--- src/rtl/es_pkg.sv ---
// es_pkg: shared types and constants of the exponential search block.
// Holds the item structs, the queued command format and the opcodes.
// No dependencies.
package es_pkg;

  // Fixed field widths
  localparam int unsigned VALUE_W = 32;
  localparam int unsigned ADDR_W  = 10;
  localparam int unsigned LEN_W   = 11;
  localparam int unsigned POS_W   = 10;
  // Probe and range indexes: a probe may reach twice the largest length
  localparam int unsigned IDX_W   = LEN_W + 1;

  localparam int unsigned DEPTH_DEFAULT = 1024;
  localparam logic [LEN_W-1:0] LENGTH_RESET = LEN_W'(1024);

  // Entries of the queue between front and engine (power of two)
  localparam int unsigned QUEUE_DEPTH = 2;

  // Opcodes
  localparam logic OP_WRITE  = 1'b0;
  localparam logic OP_SEARCH = 1'b1;

  typedef struct packed {
    logic                       opcode;
    logic [ADDR_W-1:0]          address;
    logic signed [VALUE_W-1:0]  value;
  } in_item_t;

  typedef struct packed {
    logic              found;
    logic [POS_W-1:0]  position;
  } out_item_t;

  // Classified command handed from front to engine
  typedef struct packed {
    logic                       is_search;
    logic [ADDR_W-1:0]          addr;
    logic signed [VALUE_W-1:0]  value;
    logic [LEN_W-1:0]           count;
  } cmd_t;

endpackage

--- src/rtl/es_queue.sv ---
// es_queue: short command queue between the front and the search engine.
// Lets either side stall on its own. Depends on es_pkg.
module es_queue (
  input  logic         clk,
  input  logic         rst,
  input  logic         push,
  output logic         push_ready,
  input  es_pkg::cmd_t push_cmd,
  output logic         pop_valid,
  input  logic         pop,
  output es_pkg::cmd_t pop_cmd
);

  localparam int unsigned QW = (es_pkg::QUEUE_DEPTH > 1) ? $clog2(es_pkg::QUEUE_DEPTH) : 1;
  localparam int unsigned CW = $clog2(es_pkg::QUEUE_DEPTH + 1);

  es_pkg::cmd_t   slots [es_pkg::QUEUE_DEPTH];
  logic [QW-1:0]  wr_ptr;
  logic [QW-1:0]  rd_ptr;
  logic [CW-1:0]  fill;
  logic           do_push;
  logic           do_pop;

  assign push_ready = (32'(fill) < 32'(es_pkg::QUEUE_DEPTH));
  assign pop_valid  = (fill != '0);
  assign do_push    = push && push_ready;
  assign do_pop     = pop && pop_valid;
  assign pop_cmd    = slots[rd_ptr];

  // Store pushed commands
  always_ff @(posedge clk) begin
    if (do_push) begin
      slots[wr_ptr] <= push_cmd;
    end
  end

  // Advance pointers and fill count
  always_ff @(posedge clk) begin
    if (rst) begin
      wr_ptr <= '0;
      rd_ptr <= '0;
      fill   <= '0;
    end else begin
      if (do_push) begin
        wr_ptr <= wr_ptr + QW'(1);
      end
      if (do_pop) begin
        rd_ptr <= rd_ptr + QW'(1);
      end
      if (do_push && !do_pop) begin
        fill <= fill + CW'(1);
      end else if (do_pop && !do_push) begin
        fill <= fill - CW'(1);
      end
    end
  end

endmodule

--- config.mk ---
export PLATFORM = sky130hd
export DESIGN_NAME = es_queue
export DESIGN_NICKNAME = d
export VERILOG_FILES = /design/src/rtl/es_pkg.sv /design/src/rtl/es_queue.sv
export SDC_FILE = /design/constraint.sdc
export NUM_CORES = 1
export LEC_CHECK = 0
export BUFFER_PORTS_ARGS = -buffer_cell sky130_fd_sc_hd__buf_2
export CORE_ASPECT_RATIO = 1.2
export CORE_MARGIN = 1.5
export CORE_UTILIZATION = 51
export CTS_CLUSTER_SIZE = 14
export DETAILED_ROUTE_END_ITERATION = 8
export PLACE_DENSITY = 0.82
export SYNTH_ARGS = -nofsm -noshare
export SYNTH_HDL_FRONTEND = slang
export SYNTH_SLANG_ARGS = --single-unit
--- constraint.sdc ---
create_clock -name clk -period 4.8 [get_ports clk]
set_input_delay 0.48 -clock clk [delete_from_list [all_inputs] [get_ports clk]]
set_output_delay 0.48 -clock clk [all_outputs]
set_load 0.01 [all_outputs]
=== After elaboration in Yosys (flattened, before gate mapping) ===
Memory sizes are Yosys's and may differ from the RTL's. A register that Yosys moved wholly into a read port is not among the register bits.
Cells that the tools add are included.

* Bits in registers: 4
* Bits in latches: 0
* Memory bits (writable): 108
* Memory bits (read-only): 0
* Word-level logic and storage cells: 23
* Memories: 1

{| class="wikitable"
|+ Memories
! memory !! depth !! bits a word !! rd ports !! clocked after Yosys merged registers in !! wr ports !! RTL line !! text
|-
| slots || 2 || 54 || 1 || 1 || 1 || es_queue.sv:17 || <nowiki>es_pkg::cmd_t slots [es_pkg::QUEUE_DEPTH];</nowiki>
|}

* Add/sub/neg operators: 4
* Multipliers: 0
* Div/mod/pow operators: 0
* Order comparisons: 1
* Eq/ne operators: 0
* Shift-type cells: 0
* Multiplexer cells: 6
* Bitwise gates (word level): 0
* Reductions and logical operators: 8

{| class="wikitable"
|+ Operators by type and width
! cell !! number
|-
| $logic_and A1 B1 Y1 || 4
|-
| $mux W1 || 4
|-
| $mux W2 || 2
|-
| $reduce_bool A2 Y1 || 2
|-
| $add A1 B1 Y1 const B || 2
|-
| $add A2 B1 Y2 const B || 1
|-
| $logic_not A1 Y1 || 2
|-
| $lt A2 B2 Y1 const B || 1
|-
| $sub A2 B1 Y2 const B || 1
|}

=== Depth between registers and ports, before layout ===
Gate-level depths: netlist of run 1.

* Word-level depth: 6
* Mapped depth: 5
* Depth with buffers taken out: 5

=== Worst setup path before layout of run 1 ===
Ideal clock, no wire load.

* Path kind: input-to-reg
* From: in push
* To: mem slots[0][0] in the netlist's numbering (enable)
* Library setup time: 0.472 ns
* Data arrival time: 3.082 ns
* Setup slack: 1.246 ns
* Cell stages on the path: 2
* Path buffers: 0
* Path through: and2b_1 -> nor2b_1

* Longest elaborated chain between the ends: 3

{| class="wikitable"
|+ Ends and longest elaborated chain
! what !! RTL line !! text
|-
| start: declaration || es_queue.sv:6 || <nowiki>input logic push,</nowiki>
|-
| $logic_and A1 B1 Y1 || es_queue.sv:26 || <nowiki>assign do_push = push && push_ready;</nowiki>
|-
| $mux W1 || es_queue.sv:32 || <nowiki>if (do_push) begin</nowiki>
|-
| $mux W1 (not written as such) || es_queue.sv:33 || <nowiki>slots[wr_ptr] <= push_cmd;</nowiki>
|-
| end: declaration || es_queue.sv:17 ||
|}

Every way passes these cells.

==> results.toml, run 1 <==
[synthesis]
synth-edff-count = 108
synth_area_leader_cell = "edfxtp_1"
post-synth-top-count-cell = "edfxtp_1"
synth-seq-area-share_pct = 81.0
synth.top_cell.area_share_pct = 78.6
synth.top_cells.by_area = "edfxtp_1, mux2_2, dfxtp_1"
async_flop_share_pct = 0
syn_area_mm2 = 0.00413
ys_top_cells_by_count = "edfxtp_1, mux2_2, buf_6, dfxtp_1, nor2_1"
yosys_warnings = 0
synth_cell_types = 17
postSynthAreaPerCell_um2 = 21.6
synthesis.nets = 250
postSynth.topFlopCell = "edfxtp_1"
synthesis.instances = 191
postSynthRegisterBits = 113

[power]
leakage_nw = 2.06
ir_drop_mv = 0.371
power_density_normalized_to_cell_area_mw_per_mm2 = 612

[global_routing]
grt_max_degree = 55
grt_antenna_before_repair = 0
track_usage_pct = 17.2
grt_pass1_vias = 2196
grt_remaining_overflow = 0
grt_pass1_wl_um = 10700

[sta]
rsz0062_at_grt = "false"
slew_violations = 0
finalSetupViolations = 0
hold_ws_ns = 0.179
setup_tns_ns = 0
tightest_slew_ns = 0.786
worst_slack_ns = 2.12
finalHoldViolations = 0
clock.fmax_ghz = 0.373
clock-skew-final_ns = 0.00688
worst_slew_margin_pct = 47.5
timing.final.crit_share_pct = 55.9
timing.final.crit_period_ns = 2.68

[flow_run]
max_cap_violations = 0

[die]
placementRows = 35
full_die_area_mm2 = 0.00864
initial_utilization_pct = 53.2
die_height_um = 102
coreArea_mm2 = 0.00775
dieWidth_um = 85.1
io_pins = 114

[setup_path]
setup.worst_path.class = "flop to output pin"
critPathCaptureType = "output pin"
crit_fanout = 33
critical_path.reg2reg.startpoint = "fill[1]"
rr_endpoint = "slots[0][9]"
worst-r2r-setup-slack_ns = 2.65
cp.arrival_ns = 2.20
worst_r2r_path_depth = 3
cp_data_required_time_ns = 4.32
crit_path_start_kind = "flop"

[drt]
post_drt_wl_per_cell_um = 17.1
totalWireLength_um = 7250
detail-route-antenna-nets = 0
drt_pre_antenna_iters = 6
post-route-drc-count = 5
drt-vias-per-instance = 5.07
drt_initial_violations = 122
detailroute.via_count = 2155

[placed_design]
buffer_ports.inserted = 113
dpl_worst_slack_ns = 2.47
placer_s_final_routability_congestion_estimate = 0.713
place.detailed.hpwl_um = 4570

[worst_hold_path]
worst_hold_startpoint = "push_cmd[3]"
min_path_type = "primary input to flop"
whs_path_depth = 1
holdPathEnd = "slots[1][3]"

[status]
violations = "design-rule violations"
status = "finished, violations left"

[clock_tree]
worst_setup_hold_path_clk_slew_ns = 0.05
number_of_clock_sinks_seen_by_cts = 113
cts.htree.levels = 4
cts-buffers-inserted = 17
cts_resized = 0
post-cts-setup-buffer-count = 0
clock_tree.root_cell = "clkbuf_8"
cts_tree = "done"
number_of_hold_buffers_added_after_cts = 0
source_to_sink_clock_delay_at_the_later_pin_of_the_worst_skew_pair_ns = 0.49
clk_path_buf_depth = 2

[final_layout]
area_growth_syn_to_layout_pct = 30.7
layout.core_utilization_pct = 69.6
drive_above_1_share_pct = 60.7
nNetsFinal = 379
antenna-diode-count = 0
-- registers in the layout, indices dropped and copies added, names as in the netlist, named ones only --
| signal | flops |
|---|---|
| fill | 2 |
| wr_ptr | 1 |
| rd_ptr | 1 |
| slots | 108 |
-- worst max-delay path, stage by stage (launching register included) --
cell and delay [ns]:
dfxtp_2 0.66, buf_4 0.49, mux2_2 0.41, buf_2 0.15
-- cells in the final DEF, fill, tap and decap left out --
master	count
buf_2	113
edfxtp_1	108
mux2_2	54
clkbuf_16	16
bufinv_16	5
nor2_1	4
clkinv_2	4
dfxtp_1	4
xor2_1	3
clkbuf_1	3
buf_4	3
o21ai_0	2
clkinvlp_4	2
and2b_1	1
inv_1	1
or2_2	1
and2_2	1
nor2b_4	1
xnor2_1	1
or3_1	1
a21oi_1	1
ha_1	1
dfxtp_2	1
clkbuf_8	1
clkinv_1	1
-- routing by layer --
| metal | GRT usage [%] | routed length (um) | up-vias |
|---|---|---|---|
| met4 | 7.19 | 65 | 0 |
| met1 | 19.2 | 2890 | 1066 |
| met5 | 0 | 0 | - |
| met2 | 29.4 | 3910 | 70 |
| met3 | 6.93 | 388 | 4 |
| li1 | - | - | 1015 |
-- through the flow --
stage	instances	cell area (um2)	power, W
floorplan	191	4130	0.00180
global placement	393	4780	0.00202
detailed placement	393	4780	0.00204
CTS	425	5390	0.00334
global route	425	5390	0.00344
finish	425	5390	0.00330
-- worst max-delay path by stage --
stage / from / endpoint / slack [ns] / cells after the start
after floorplan: push / slots[0][0] / 1.25 / 2
after global placement: push / slots[0][7] / 2.52 / 4
after detailed placement: push / slots[0][15] / 2.47 / 4
after CTS: flop / pop_cmd[52] / 2.06 / 3
after global routing: flop / pop_cmd[52] / 1.97 / 3
final: flop / pop_cmd[52] / 2.12 / 3
-- layout make-up --
cell class / count / area (um2)
Sequential cell: 113 / 3340
Fill cell: 515 / 2360
Multi-Input combinational cell: 71 / 727
Timing Repair Buffer: 116 / 588
Clock buffer: 20 / 425
Clock inverter: 12 / 189
Tap cell: 92 / 115
Inverter: 1 / 3.75
-- where the power goes --
part,internal [W],switching [W],total (W)
combinational,0.000318,0.000348,0.000666
sequential,0.00127,0.0000679,0.00134
clock,0.000889,0.000403,0.00129
total,0.00248,0.000820,0.00330
-- kinds of logic after synthesis --
kind of cell / after synthesis / synth area share, %
flip-flops: 113 / 81.0
multiplexers: 54 / 14.7
AND/OR/NAND/NOR: 9 / 1.15
buffers and inverters: 7 / 1.58
XOR/XNOR: 4 / 0.849
AO/OA/AOI/OAI: 3 / 0.364
adder cells (fa/ha/maj): 1 / 0.303
Note: power is estimated with default switching activity, not from simulation.
==> run 2: changes to the inputs <==
ABC_AREA = 1   (was unset)
CORE_UTILIZATION = 52   (was 51)
PLACE_DENSITY = 0.83   (was 0.82)
clock period = 2.6 ns   (was 4.8 ns; I/O delays follow)
==> run 2 against run 1 <==
Against the previous run: critical path depth stayed put; non-clock buffer count is 57 higher; register-to-register slack worse by 1.7 ns; flip-flop and latch count stayed put; critical endpoint is now pop_cmd[50]; the run now ends clean; critical path type unchanged; setup slack worse by 1.7 ns; sequential power is 85% higher; largest cell class unchanged.
==> results.toml, run 2 <==
[final_layout]
drive_above_1_share_pct = 50.5
n_fill_cell = 456
layout.core_utilization_pct = 75.7
antenna-diode-count = 0
max_flop_register = "slots"
nNetsFinal = 448
final_cell_count_no_fill = 516
top_regs = "slots (108), fill (2)"
largest_reg_flops = 108
layout_commonest_cell = "buf_2"
mostFrequentLayoutCells = "buf_2, edfxtp_1, dlygate4sd3_1"
ff_latch_area_mm2 = 0.00335
multiInputGateArea_um2 = 912
area_growth_syn_to_layout_pct = 40.9

[synthesis]
synth_area_leader_cell = "edfxtp_1"
ys_top_cells_by_count = "edfxtp_1, mux2_4, inv_1, nand2_1, nor2_1"
post-synth-top-count-cell = "edfxtp_1"
synthesis.instances = 203
synth.top_cells.by_area = "edfxtp_1, mux2_4, buf_12"
synthesis.nets = 262
synth_cell_types = 15
synth-seq-area-share_pct = 76.3
yosys_warnings = 0
synth-edff-count = 108
syn_area_mm2 = 0.00438
synth.top_cell.area_share_pct = 74.0
postSynthRegisterBits = 113
postSynth.topFlopCell = "edfxtp_1"
async_flop_share_pct = 0
postSynthAreaPerCell_um2 = 21.6

[setup_path]
crit_fanout = 24
setup.worst_path.class = "flop to output pin"
cp_data_required_time_ns = 2.34
worst-r2r-setup-slack_ns = 0.97
cells_along_the_critical_path = "buf_4 -> mux2_4 -> buf_2"
critical_path.reg2reg.startpoint = "fill[1]"
cp.arrival_ns = 1.93
critical-path-slowest-cell = "dfxtp_4"
crit_path_start_kind = "flop"
critPathCaptureType = "output pin"
critical_path_s_largest_stage_delay_ns = 0.63
rr_endpoint = "fill[1]"
worst_r2r_path_depth = 9

[global_routing]
grt_pass1_vias = 2723
grt_pass1_wl_um = 12800
grt_antenna_before_repair = 0
track_usage_pct = 19.9
grt_util_met1_pct = 19.8
groute.layer.met3.usage_pct = 5.90
grt_remaining_overflow = 0
gr-max-usage-layer = "met2"
grt_max_degree = 56
met2_usage_pct = 35.6

[clock_tree]
number_of_clock_sinks_seen_by_cts = 113
cts.htree.levels = 4
source_to_sink_clock_delay_at_the_later_pin_of_the_worst_skew_pair_ns = 0.50
cts_tree = "done"
cts-buffers-inserted = 17
clock_tree.root_cell = "clkbuf_8"
worst_setup_hold_path_clk_slew_ns = 0.06
post-cts-setup-buffer-count = 0
clk_path_buf_depth = 2

[sta]
finalSetupViolations = 0
setup_tns_ns = 0
timing.final.crit_share_pct = 84.2
clock-skew-final_ns = 0.00758
slew_violations = 0
clock.fmax_ghz = 0.457
tightest_slew_ns = 0.479
rsz0062_at_grt = "false"
finalHoldViolations = 0
worst_slew_margin_pct = 68.1
timing.final.crit_period_ns = 2.19

[die]
die_height_um = 104
io_pins = 114
placementRows = 36
full_die_area_mm2 = 0.00899
coreArea_mm2 = 0.00815
dieWidth_um = 86.8
initial_utilization_pct = 53.7

[placed_design]
place.detailed.hpwl_um = 4790
buffer_ports.inserted = 113
placer_s_final_routability_congestion_estimate = 0.689
place.detailed.instances = 429

[drt]
post_drt_wl_per_cell_um = 16.4
drt_initial_violations = 130
drt-vias-per-instance = 4.79
detail-route-antenna-nets = 0
detailroute.via_count = 2472
drt_pre_antenna_iters = 4
post-route-drc-count = 0
totalWireLength_um = 8480

[power]
p_int_w = 0.00453
design_power_total_w = 0.00611
pwr-share-seq_pct = 40.6
netSwitchingPower_w = 0.00159
leakage_nw = 2.49
power.switching_fraction_pct = 26.0
p_clk_share_pct = 35.4
ir_drop_mv = 0.765
power_density_normalized_to_cell_area_mw_per_mm2 = 990
power.combinational.fraction_pct = 24.0

[worst_hold_path]
whs_path_depth = 3
holdPathEnd = "rd_ptr"
min_path_type = "primary input to flop"
worst_hold_startpoint = "pop"

[status]
status = "completed"

[flow_run]
max_cap_violations = 0
==> run 2: worst max-delay path by stage <==
stage / endpoint / slack, ns
final: pop_cmd[50] / 0.41
after CTS: pop_cmd[50] / 0.37
after floorplan: slots[1][0] / 0.20
after global routing: pop_cmd[50] / 0.33
after global placement: pop_cmd[52] / 0.93
after detailed placement: pop_cmd[50] / 0.92
==> run 2: repair_timing <==
action | CTS | global route
endpoints found under the setup margin | 0 | 0
hold buffers | 55 | 0
endpoints found under the hold margin | 109 | 0
gates resized for setup | 0 | 0
==> run 2: cell type report <==
cell class / instances / area share, %
clock buffer: 18 / 6.77
clock inverter: 14 / 2.37
inverter: 8 / 0.486
multi-input combinational: 76 / 14.8
sequential: 113 / 54.2
tap: 114 / 2.31
timing repair buffer: 173 / 19.1
==> run 2: worst max-delay path: cells and delay by family (launching register included) <==
kind                   cells  cell delay (ns)
muxes                      1             0.32
DFF                        1             0.63
buffers and inverters      2             0.47
==> run 2: cell families after synthesis <==
family          count (synthesis)  share of synthesized area (%)
flops                         113                           76.3
mux                            54                           18.2
simple gates                   18                           1.68
buf+inv                        14                           3.23
compound gates                  3                          0.343
fa+ha+maj                       1                          0.286
==> run 2: metal layers <==
| layer | wire, um | vias to the layer above | share of wire, % |
|---|---|---|---|
| li1 | - | 1157 | - |
| met1 | 3180 | 1211 | 38 |
| met2 | 4710 | 84 | 56 |
| met3 | 379 | 20 | 4.5 |
| met4 | 202 | 0 | 2.4 |
| met5 | 0 | - | 0 |
==> run 2: through the flow <==
stage	hold WS [ns]	instance area [um2]	worst slack [ns]
2_1_floorplan	0.339	4390	0.203
3_3_place_gp	0.447	5060	0.934
3_5_place_dp	0.449	5060	0.922
4_1_cts	0.0535	6170	0.374
5_1_grt	0.129	6170	0.333
6_report	0.127	6170	0.412
==> run 2: power groups by stage <==
| stage | clock network (W) | registers, W | logic, W |
|---|---|---|---|
| 6_report | 0.00217 | 0.00248 | 0.00147 |
| 5_1_grt | 0.00229 | 0.00250 | 0.00156 |
| 4_1_cts | 0.00220 | 0.00248 | 0.00145 |
| 3_5_place_dp | 0 | 0.00251 | 0.00138 |
| 3_3_place_gp | 0 | 0.00249 | 0.00134 |
| 2_1_floorplan | 0 | 0.00243 | 0.00104 |
