===== src/rtl/es_pkg.sv =====
// es_pkg: shared types and constants of the exponential search block.
// Holds the item structs, the queued command format and the opcodes.
// No dependencies.
package es_pkg;

  // Fixed field widths
  localparam int unsigned VALUE_W = 32;
  localparam int unsigned ADDR_W  = 10;
  localparam int unsigned LEN_W   = 11;
  localparam int unsigned POS_W   = 10;
  // Probe and range indexes: a probe may reach twice the largest length
  localparam int unsigned IDX_W   = LEN_W + 1;

  localparam int unsigned DEPTH_DEFAULT = 1024;
  localparam logic [LEN_W-1:0] LENGTH_RESET = LEN_W'(1024);

  // Entries of the queue between front and engine (power of two)
  localparam int unsigned QUEUE_DEPTH = 2;

  // Opcodes
  localparam logic OP_WRITE  = 1'b0;
  localparam logic OP_SEARCH = 1'b1;

  typedef struct packed {
    logic                       opcode;
    logic [ADDR_W-1:0]          address;
    logic signed [VALUE_W-1:0]  value;
  } in_item_t;

  typedef struct packed {
    logic              found;
    logic [POS_W-1:0]  position;
  } out_item_t;

  // Classified command handed from front to engine
  typedef struct packed {
    logic                       is_search;
    logic [ADDR_W-1:0]          addr;
    logic signed [VALUE_W-1:0]  value;
    logic [LEN_W-1:0]           count;
  } cmd_t;

endpackage


===== src/rtl/es_front.sv =====
// es_front: accepts input items and classifies them into engine commands.
// Drops writes beyond the store, clamps the length for searches.
// Depends on es_pkg.
module es_front #(
  parameter int unsigned DEPTH = es_pkg::DEPTH_DEFAULT
) (
  input  logic                     in_valid,
  output logic                     in_ready,
  input  es_pkg::in_item_t         in_data,
  input  logic [es_pkg::LEN_W-1:0] length,
  output logic                     push,
  input  logic                     push_ready,
  output es_pkg::cmd_t             push_cmd
);

  logic drop;
  logic [es_pkg::LEN_W-1:0] count;

  // Clamp the length in use to the store depth
  always_comb begin
    if (32'(length) > 32'(DEPTH)) begin
      count = es_pkg::LEN_W'(DEPTH);
    end else begin
      count = length;
    end
  end

  // Drop writes that fall outside the store
  assign drop = (in_data.opcode == es_pkg::OP_WRITE) &&
                (32'(in_data.address) >= 32'(DEPTH));

  assign in_ready = push_ready;
  assign push     = in_valid && push_ready && !drop;

  always_comb begin
    push_cmd.is_search = (in_data.opcode == es_pkg::OP_SEARCH);
    push_cmd.addr      = in_data.address;
    push_cmd.value     = in_data.value;
    push_cmd.count     = count;
  end

endmodule


===== config.mk =====
export PLATFORM = sky130hd
export DESIGN_NAME = es_front
export DESIGN_NICKNAME = d
export VERILOG_FILES = /design/src/rtl/es_pkg.sv /design/src/rtl/es_front.sv
export SDC_FILE = /design/constraint.sdc
export NUM_CORES = 1
export LEC_CHECK = 0
export ABC_AREA = 1
export BUFFER_PORTS_ARGS = -buffer_cell sky130_fd_sc_hd__buf_4
export CAP_MARGIN = 20
export CORE_MARGIN = 4
export CORE_UTILIZATION = 25
export DETAILED_ROUTE_END_ITERATION = 8
export GPL_ROUTABILITY_DRIVEN = 0
export GPL_TIMING_DRIVEN = 0
export PLACE_DENSITY = 0.9
export SKIP_LAST_GASP = 1
export SYNTH_ARGS = -nofsm -noshare
export SYNTH_HDL_FRONTEND = slang
export SYNTH_SLANG_ARGS = --single-unit

===== constraint.sdc =====
create_clock -name vclk -period 2.9
set_clock_uncertainty 0.15 [all_clocks]
set_input_delay 0.725 -clock vclk [all_inputs]
set_output_delay 0.725 -clock vclk [all_outputs]
set_load 0.01 [all_outputs]

-- After elaboration in Yosys (flattened, before gate mapping)
Index checks and enable logic that the tools add are counted.
- register bits after elaboration: 0
- bits in latches: 0
- RAM bits: 0
- bits in read-only memories: 0
- bits of input ports: 56
- output and inout port bits: 56
- logic and storage cells: 3
- memories kept: 0
- add/subtract/negate cells: 0
- multipliers: 0
- divide/modulo/power cells: 0
- order comparisons: 1
- equal/unequal tests: 0
- shift-type cells: 0
- mux-type cells: 1
- bitwise gates (word level): 0
- reductions and logical operators: 1
- operators with widths (cell ; number):
    $gt 11x11->1 const B ; 1
    $mux 11 ; 1
    $logic_and 1x1->1 ; 1

-- Logic depth before layout (Yosys ltp)
Gate-level depths: netlist of the first run.
- word-level depth: 2
- depth in mapped cells: 5
- depth with buffers taken out: 5

-- Least setup slack after synthesis of the first run
Ideal clock, no wire load.
- path type: input to output
- start point: input length[9] (netlist bit)
- end point: output push_cmd[0] (netlist bit)
- data arrival time: 1.241 ns
- path slack: 0.784 ns
- stages: 5
- path buffers: 0
- path through: nor2_1 > nand3_1 > nor2_1 > nor2_2 > nor2_1
- RTL lines (element ; RTL line ; source):
    start: declaration ; es_front.sv:10 ; input logic [es_pkg::LEN_W-1:0] length,
    end: declaration ; es_front.sv:13 ; output es_pkg::cmd_t push_cmd

==> insert_results.sql, run 1 <==
INSERT INTO impl_metrics (metric_group, metric, value, unit) VALUES
('run_status', 'run_status', 'completed', ''),
('cells_and_area', 'nNetsFinal', '203', ''),
('min_path', 'min_delay_path_depth', '2', ''),
('detailed_routing', 'drt-pass1-iter-count', '4', ''),
('timing', 'setup_viol', '0', ''),
('synth', 'yosys.cell_types.count', '7', ''),
('synth', 'syn_inst', '76', ''),
('die', 'die_height', '50.7', 'um'),
('timing', 'drv_slew', '0', ''),
('detailed_routing', 'post_drt_wl_per_cell', '10.7', 'um'),
('timing', 'minimum_clock_period', '2.37', 'ns'),
('place', 'placed_cells_incl_taps', '170', ''),
('synth', 'yosysSeqAreaShare', '0', '%'),
('timing', 'finalHoldViolations', '0', ''),
('run', 'timing.max_cap.violations', '0', ''),
('cells_and_area', 'area_delta_synth_final', '121', '%'),
('synth', 'synthTopCellsByArea', 'buf_4 (73%), nor2_1 (12%), inv_1 (9.9%)', ''),
('die', 'row_count', '15', ''),
('synth', 'number_of_warning_messages_in_the_yosys_log', '0', ''),
('cells_and_area', 'sequential_cell_area_in_the_final_layout', '0', 'um^2'),
('min_path', 'worst_hold_path.endpoint', 'push_cmd[41]', ''),
('timing', 'finalCritPeriodShare', '81.7', '%'),
('setup_path', 'setup.worst_path.class', 'in -> out', ''),
('die', 'io_pins', '112', ''),
('setup_path', 'required', '2.03', 'ns'),
('setup_path', 'cp_data_arrival_time', '1.50', 'ns'),
('detailed_routing', 'drt_first_iter_violations', '2', ''),
('cts', 'post-cts-setup-buffer-count', '0', ''),
('power', 'p_leak', '0.000647', 'uW'),
('setup_path', 'critical_path.max_fanout', '9', ''),
('detailed_routing', 'drtAntennaViolNets', '0', ''),
('timing', 'rsz_0062_raised_after_global_routing', 'no', ''),
('synth', 'synth.cell_area', '455', 'um^2'),
('global_routing', 'grt_antenna_before_repair', '0', ''),
('synth', 'mappedNetlistNets', '132', ''),
('synth', 'synth_area_per_cell', '5.99', 'um^2'),
('timing', 'setup_tns', '0', 'ns'),
('detailed_routing', 'post_drt_via_cell_ratio', '3.61', ''),
('global_routing', 'grt_start_max_net_pins', '10', ''),
('timing', 'timing.slew.headroom', '76.7', '%'),
('detailed_routing', 'detailroute.via_count', '614', ''),
('timing', 'worst_hold_slack', '1.48', 'ns'),
('place', 'buffer_ports.inserted', '69', ''),
('global_routing', 'grt_use_total', '11.5', '%'),
('global_routing', 'globalRoute.totalOverflow', '0', ''),
('setup_path', 'cp_capture_type', 'primary output', ''),
('power', 'report.power.total', '155', 'uW'),
('power', 'vdd.ir_drop.worst', '0.0718', 'mV'),
('cts', 'postCtsResizedCells', '0', ''),
('detailed_routing', 'totalWireLength', '1820', 'um'),
('timing', 'fmaxAchievable', '422', 'MHz'),
('power', 'power-per-cell-area', '154', 'mW/mm^2'),
('cts', 'hold_buffers', '0', ''),
('synth', 'synth_largest_type_area_fraction', '72.5', '%'),
('global_routing', 'grt_pass1_wl', '2440', 'um'),
('synth', 'synth_largest_area_cell', 'buf_4', ''),
('die', 'dieWidth', '50.7', 'um'),
('cells_and_area', 'sequential_cell_total', '0', ''),
('die', 'core-area', '0.00173', 'mm^2'),
('setup_path', 'setup.worst_path.start_class', 'input pin', ''),
('min_path', 'worstHoldStart', 'in_data[30]', ''),
('timing', 'worst_pin_slew', '0.349', 'ns'),
('die', 'dieArea', '0.00257', 'mm^2'),
('cells_and_area', 'diodes', '0', ''),
('cells_and_area', 'final_layout_size_suffix_gt1_share', '78.6', '%'),
('global_routing', 'grt_pass1_vias', '597', ''),
('cells_and_area', 'num-clock-buffers', '0', ''),
('die', 'initial_core_util', '26.4', '%'),
('min_path', 'hold_path_class', 'in -> out', ''),
('cells_and_area', 'final_cell_count_no_fill', '170', ''),
('detailed_routing', 'post-route-drc-count', '0', '');
==> per-stage QoR <==
| stage | cell area, um^2 | setup WS (ns) | utilization [%] |
|---|---|---|---|
| after floorplan | 455 | 0.784 | - |
| after global placement | 1000 | 0.526 | 58.2 |
| after detailed placement | 1000 | 0.498 | 58.2 |
| after CTS | 1000 | 0.497 | 58.2 |
| after global routing | 1000 | 0.430 | 58.2 |
| final | 1000 | 0.530 | 58.2 |
==> how the worst max path moves through the flow <==
stage / start / endpoint / slack [ns] / cells after the start
2_1_floorplan: length[9] / push_cmd[0] / 0.78 / 5
3_3_place_gp: length[0] / push_cmd[3] / 0.53 / 7
3_5_place_dp: length[7] / push_cmd[2] / 0.50 / 7
4_1_cts: length[7] / push_cmd[2] / 0.50 / 7
5_1_grt: length[2] / push_cmd[2] / 0.43 / 7
6_report: length[2] / push_cmd[2] / 0.53 / 7
==> synth_stat cells (all sizes together) <==
library cell	count
nand3	2
nor2	16
nand2	1
clkbuf	1
inv	12
buf	44
==> power breakdown <==
part / switching (uW) / internal (uW) / total [uW]
sequential: 0 / 0 / 0
clock: 0 / 0 / 0
combinational: 55.1 / 99.8 / 155
==> placed cells by master, fill, tap and decap left out <==
cell type,n
buf_4,113
clkbuf_1,1
nand2_1,1
nor2_1,15
nand3_1,2
inv_1,12
nor2_2,1
==> critical path, stage by stage <==
cell,delay (ns)
buf_4,0.07
inv_1,0.04
nand3_1,0.08
nor2_1,0.05
nor2_2,0.28
nor2_1,0.09
buf_4,0.16
==> metal layers <==
metal  wire length, um  GRT usage, %  up-vias  share of wire, %
met3               382          5.34        0                21
met5                 0             0        -                 0
met4                 0             0        0                 0
li1                  -             -      311                 -
met1               526          10.9      236                29
met2               907          23.3       67                50
==> cell type report <==
type / instances / area [um^2]
Timing Repair Buffer: 69 / 518
Buffer: 45 / 334
Inverter: 12 / 45.0
Tap cell: 25 / 31.3
Multi-Input combinational cell: 19 / 76.3
Fill cell: 178 / 722
==> logic make-up after synthesis <==
family,count (synthesis),share of synthesized area (%)
buf+inv,57,83.2
simple gates,19,16.8
Note: power is estimated with default switching activity, not from simulation.
==> run 2, diff against run 1 <==
- CORE_UTILIZATION: 25 -> 23
- PLACE_DENSITY: 0.9 -> 0.84
- clock period: 2.9 -> 2.2 ns (I/O delays scaled with it)
==> run 2 against run 1 <==
- utilization fell by 2.4 points
- first-iteration DRC count rose to 3.5 times the previous value
- clock-buffer cell count did not move
- total power rose by 33%
- global-route usage fell by 0.44 points
- critical endpoint unchanged
- largest cell class unchanged
- highest routed layer unchanged
==> insert_results.sql, run 2 (synthesis gave the netlist of run 1 again) <==
INSERT INTO impl_metrics (metric_group, metric, value, unit) VALUES
('timing', 'worst_pin_slew', '0.334', 'ns'),
('detailed_routing', 'drtAntennaViolNets', '0', ''),
('die', 'io_pins', '112', ''),
('power', 'p_leak', '0.000647', 'uW'),
('cells_and_area', 'final_layout_size_suffix_gt1_share', '78.6', '%'),
('setup_path', 'largest_stage_delay_on_the_critical_path', '0.13', 'ns'),
('cells_and_area', 'final_common_cell', 'buf_4', ''),
('place', 'placement.cell_area', '0.00100', 'mm^2'),
('power', 'power-per-cell-area', '205', 'mW/mm^2'),
('die', 'initial_core_util', '25.3', '%'),
('global_routing', 'grt_pass1_vias', '613', ''),
('cts', 'hold_buffers', '0', ''),
('cells_and_area', 'utilization', '55.8', '%'),
('detailed_routing', 'drt-pass1-iter-count', '4', ''),
('run', 'timing.max_cap.violations', '0', ''),
('timing', 'minimum_clock_period', '2.02', 'ns'),
('setup_path', 'required', '1.50', 'ns'),
('cells_and_area', 'most-common-layout-cells', 'buf_4 (113), nor2_1 (15), inv_1 (12)', ''),
('detailed_routing', 'drt_first_iter_violations', '7', ''),
('global_routing', 'grt_use_total', '11.0', '%'),
('setup_path', 'timing.critical_path.slowest_stage_cell', 'buf_4', ''),
('detailed_routing', 'detailroute.via_count', '639', ''),
('setup_path', 'cp_capture_type', 'primary output', ''),
('timing', 'finalCritPeriodShare', '91.6', '%'),
('die', 'dieWidth', '52.5', 'um'),
('setup_path', 'worst_path_most_repeated_cell', 'nor2_1', ''),
('global_routing', 'globalRoute.totalOverflow', '0', ''),
('cts', 'post-cts-setup-buffer-count', '0', ''),
('min_path', 'hold_path_class', 'in -> out', ''),
('place', 'place.detailed.hpwl', '1870', 'um'),
('cells_and_area', 'final_design_area_no_fill', '0.00100', 'mm^2'),
('detailed_routing', 'post_drt_wl_per_cell', '11.4', 'um'),
('cells_and_area', 'num-clock-buffers', '0', ''),
('global_routing', 'grt_start_max_net_pins', '10', ''),
('cells_and_area', 'nNetsFinal', '203', ''),
('global_routing', 'grt_pass1_wl', '2420', 'um'),
('cts', 'postCtsResizedCells', '0', ''),
('place', 'placed_cells_incl_taps', '170', ''),
('cells_and_area', 'sequential_cell_area_in_the_final_layout', '0', 'um^2'),
('die', 'core-area', '0.00180', 'mm^2'),
('timing', 'fmaxAchievable', '496', 'MHz'),
('cells_and_area', 'sequential_cell_total', '0', ''),
('cells_and_area', 'n_fill_cell', '173', ''),
('setup_path', 'cells_along_the_critical_path', 'buf_4 > nor2_1 > nand3_1 > nor2_1 > nor2_2 > nor2_1 > buf_4', ''),
('cells_and_area', 'final_cell_count_no_fill', '170', ''),
('power', 'report.power.total', '206', 'uW'),
('cells_and_area', 'diodes', '0', ''),
('detailed_routing', 'post-route-drc-count', '0', ''),
('setup_path', 'setup.worst_path.class', 'in -> out', ''),
('detailed_routing', 'post_drt_via_cell_ratio', '3.76', ''),
('die', 'row_count', '15', ''),
('setup_path', 'cp_data_arrival_time', '1.32', 'ns'),
('run_status', 'run_status', 'completed', ''),
('setup_path', 'setup.worst_path.start_class', 'input pin', ''),
('place', 'buffer_ports.inserted', '69', ''),
('cells_and_area', 'area_delta_synth_final', '121', '%'),
('power', 'vdd.ir_drop.worst', '0.101', 'mV'),
('timing', 'setup_tns', '0', 'ns'),
('timing', 'drv_slew', '0', ''),
('detailed_routing', 'totalWireLength', '1930', 'um'),
('global_routing', 'grt_antenna_before_repair', '0', ''),
('die', 'die_height', '52.5', 'um'),
('timing', 'setup_viol', '0', ''),
('die', 'dieArea', '0.00276', 'mm^2'),
('timing', 'timing.slew.headroom', '77.7', '%'),
('timing', 'finalHoldViolations', '0', ''),
('setup_path', 'critical_path.max_fanout', '9', ''),
('timing', 'rsz_0062_raised_after_global_routing', 'no', '');
-- run 2: cell counts in the layout (fill, tap and decap cells not counted) --
No cell type changed its count.
-- run 2: final cells by class --
cell class	count	area, um^2	area share (%)
Buffer	45	334	33.3
Inverter	12	45.0	4.48
Multi-Input combinational cell	19	76.3	7.60
Tap cell	25	31.3	3.11
Timing Repair Buffer	69	518	51.6
-- run 2: worst paths after layout --
path | from | to | slack (ns) | depth (start not counted)
max | length[4] | push_cmd[2] | 0.18 | 7
min | in_data[28] | push_cmd[39] | 1.13 | 2
-- run 2: worst max-delay path, delay by kind of cell --
kind	cells	cell delay, ns
and+or+nand+nor	5	0.52
buffers and inverters	2	0.25
-- run 2: per-stage QoR --
step           setup WS (ns)  hold slack (ns)
3_5_place_dp           0.175             1.13
6_report               0.184             1.13
3_3_place_gp           0.206             1.13
5_1_grt                0.113             1.13
2_1_floorplan          0.434            0.998
4_1_cts                0.174             1.13
-- run 2: routing by layer --
layer  GRT usage [%]  up-vias  share of wire, %
met5               0        -                 0
met4               0        0                 0
met3            3.99        0                20
met2            23.6       74                52
met1            10.1      253                28
li1                -      312                 -
-- run 2: power by group --
group	switching, uW	internal (uW)
Clock	0	0
Combinational	74.2	132
Sequential	0	0
Total	74.2	132
==> run 3, diff against run 2 <==
- BUFFER_PORTS_ARGS: -buffer_cell sky130_fd_sc_hd__buf_4 -> -buffer_cell sky130_fd_sc_hd__buf_2
- CELL_PAD_IN_SITES_DETAIL_PLACEMENT: unset -> 0
- CELL_PAD_IN_SITES_GLOBAL_PLACEMENT: unset -> 1
- CORE_UTILIZATION: 23 -> 11
- GPL_TIMING_DRIVEN: 0 -> unset
- PLACE_DENSITY: 0.84 -> 0.81
==> run 3 against run 2 <==
- routed wire length decreased by 54%
- setup slack got worse by 0.026 ns
- highest routed layer is now met4
- first-iteration DRC count decreased by 86%
- largest cell class unchanged
- non-clock buffer count decreased by 88
- largest power group unchanged
- die area increased by 90%
- fmax decreased by 1.3%
- sequential share of layout area unchanged
- worst hold slack got worse by 0.18 ns
==> insert_results.sql, run 3 (synthesis gave the netlist of run 1 again) <==
INSERT INTO impl_metrics (metric_group, metric, value, unit) VALUES
('run_status', 'run_status', 'completed', ''),
('cells_and_area', 'most-common-layout-cells', 'buf_2 (26), nor2_1 (13), inv_1 (12)', ''),
('timing', 'rsz_0062_raised_after_global_routing', 'no', ''),
('power', 'switching_share', '54.5', '%'),
('timing', 'timing.slew.headroom', '84.4', '%'),
('run', 'timing.max_cap.violations', '0', ''),
('die', 'io_pins', '112', ''),
('power', 'power_frac_comb', '100.0', '%'),
('setup_path', 'worstPathBufferInverterCount', '2', ''),
('timing', 'minimum_clock_period', '2.04', 'ns'),
('detailed_routing', 'totalWireLength', '882', 'um'),
('min_path', 'hold_path_class', 'in -> out', ''),
('timing', 'setup_tns', '0', 'ns'),
('setup_path', 'critical-path-top-delay-family', 'simple AND/OR/NAND/NOR gates', ''),
('cells_and_area', 'final_layout_size_suffix_gt1_share', '52.6', '%'),
('timing', 'drv_slew', '0', ''),
('detailed_routing', 'post-route-drc-count', '0', ''),
('timing', 'setup_viol', '0', ''),
('cts', 'post-cts-setup-buffer-count', '0', ''),
('detailed_routing', 'post_drt_wl_per_cell', '8.24', 'um'),
('timing', 'worst_hold_slack', '0.950', 'ns'),
('cells_and_area', 'sequential_cell_area_in_the_final_layout', '0', 'um^2'),
('die', 'dieArea', '0.00523', 'mm^2'),
('power', 'p_clk_share', '0', '%'),
('setup_path', 'required', '1.50', 'ns'),
('die', 'die_height', '72.3', 'um'),
('power', 'report.power.total', '49.2', 'uW'),
('die', 'row_count', '23', ''),
('power', 'vdd.ir_drop.worst', '0.0287', 'mV'),
('setup_path', 'critical_path.max_fanout', '9', ''),
('cells_and_area', 'utilization', '8.35', '%'),
('cts', 'postCtsResizedCells', '0', ''),
('detailed_routing', 'drt_first_iter_violations', '1', ''),
('power', 'p_leak', '0.000212', 'uW'),
('setup_path', 'setup.worst_path.start_class', 'input pin', ''),
('place', 'buffer_ports.inserted', '26', ''),
('detailed_routing', 'post_drt_via_cell_ratio', '2.79', ''),
('cells_and_area', 'diodes', '0', ''),
('die', 'core-area', '0.00400', 'mm^2'),
('setup_path', 'largest_stage_delay_on_the_critical_path', '0.14', 'ns'),
('power', 'power-per-cell-area', '147', 'mW/mm^2'),
('timing', 'worst_pin_slew', '0.233', 'ns'),
('detailed_routing', 'detailroute.via_count', '298', ''),
('die', 'dieWidth', '72.3', 'um'),
('global_routing', 'grt_use_total', '2.71', '%'),
('cells_and_area', 'area_delta_synth_final', '-26.6', '%'),
('timing', 'fmaxAchievable', '490', 'MHz'),
('cells_and_area', 'num-clock-buffers', '0', ''),
('power', 'power_switching', '26.8', 'uW'),
('timing', 'finalHoldViolations', '0', ''),
('setup_path', 'cells_along_the_critical_path', 'buf_2 > nor2_1 > nand3_2 > nor2_4 > nor2_4 > nor2_1 > buf_2', ''),
('detailed_routing', 'drt-pass1-iter-count', '2', ''),
('setup_path', 'cp_capture_type', 'primary output', ''),
('global_routing', 'grt_pass1_wl', '1140', 'um'),
('cts', 'hold_buffers', '0', ''),
('cells_and_area', 'nNetsFinal', '115', ''),
('cells_and_area', 'final_common_cell', 'buf_2', ''),
('power', 'internal-power', '22.4', 'uW'),
('cells_and_area', 'sequential_cell_total', '0', ''),
('global_routing', 'globalRoute.totalOverflow', '0', ''),
('timing', 'finalCritPeriodShare', '92.8', '%'),
('cells_and_area', 'n_fill_cell', '474', ''),
('setup_path', 'timing.critical_path.slowest_stage_cell', 'nor2_4', ''),
('global_routing', 'grt_start_max_net_pins', '10', ''),
('place', 'place.detailed.hpwl', '768', 'um'),
('power', 'seqPwrFrac', '0', '%'),
('global_routing', 'grt_antenna_before_repair', '0', ''),
('detailed_routing', 'drtAntennaViolNets', '0', ''),
('die', 'initial_core_util', '11.4', '%'),
('setup_path', 'cp_data_arrival_time', '1.34', 'ns'),
('setup_path', 'setup.worst_path.class', 'in -> out', ''),
('global_routing', 'grt_pass1_vias', '239', '');
[run 3: path summary, 6_finish.rpt]
| path | start | endpoint | slack, ns | cells after the start |
|---|---|---|---|---|
| worst max-delay path | length[4] | push_cmd[9] | 0.16 | 7 |
| worst min-delay path | in_data[3] | push_cmd[14] | 0.95 | 0 |
[run 3: power by group through the flow]
| stage | clock, uW | combinational [uW] | sequential, uW |
|---|---|---|---|
| after global routing | 0 | 56.5 | 0 |
| after floorplan | 0 | 103 | 0 |
| after detailed placement | 0 | 48.6 | 0 |
| after global placement | 0 | 48.4 | 0 |
| after CTS | 0 | 48.8 | 0 |
| final | 0 | 49.2 | 0 |
[run 3: layout make-up]
cell class / instances / area (um^2) / area share, %
Timing Repair Buffer: 26 / 130 / 39.0
Tap cell: 50 / 62.6 / 18.7
Inverter: 12 / 45.0 / 13.5
Multi-Input combinational cell: 19 / 96.3 / 28.8
[run 3: layer usage]
metal / track usage (%) / part of all wire, %
met4: 3.76 / 11
met5: 0 / 0
met1: 3.05 / 30
met3: 0.693 / 23
met2: 3.54 / 36
[run 3: per-stage QoR]
stage	setup slack, ns	area, um^2	cells
after floorplan	0.434	455	76
after global placement	0.0219	314	107
after global routing	0.0139	334	107
after CTS	0.000753	314	107
final	0.158	334	107
after detailed placement	0.00450	314	107
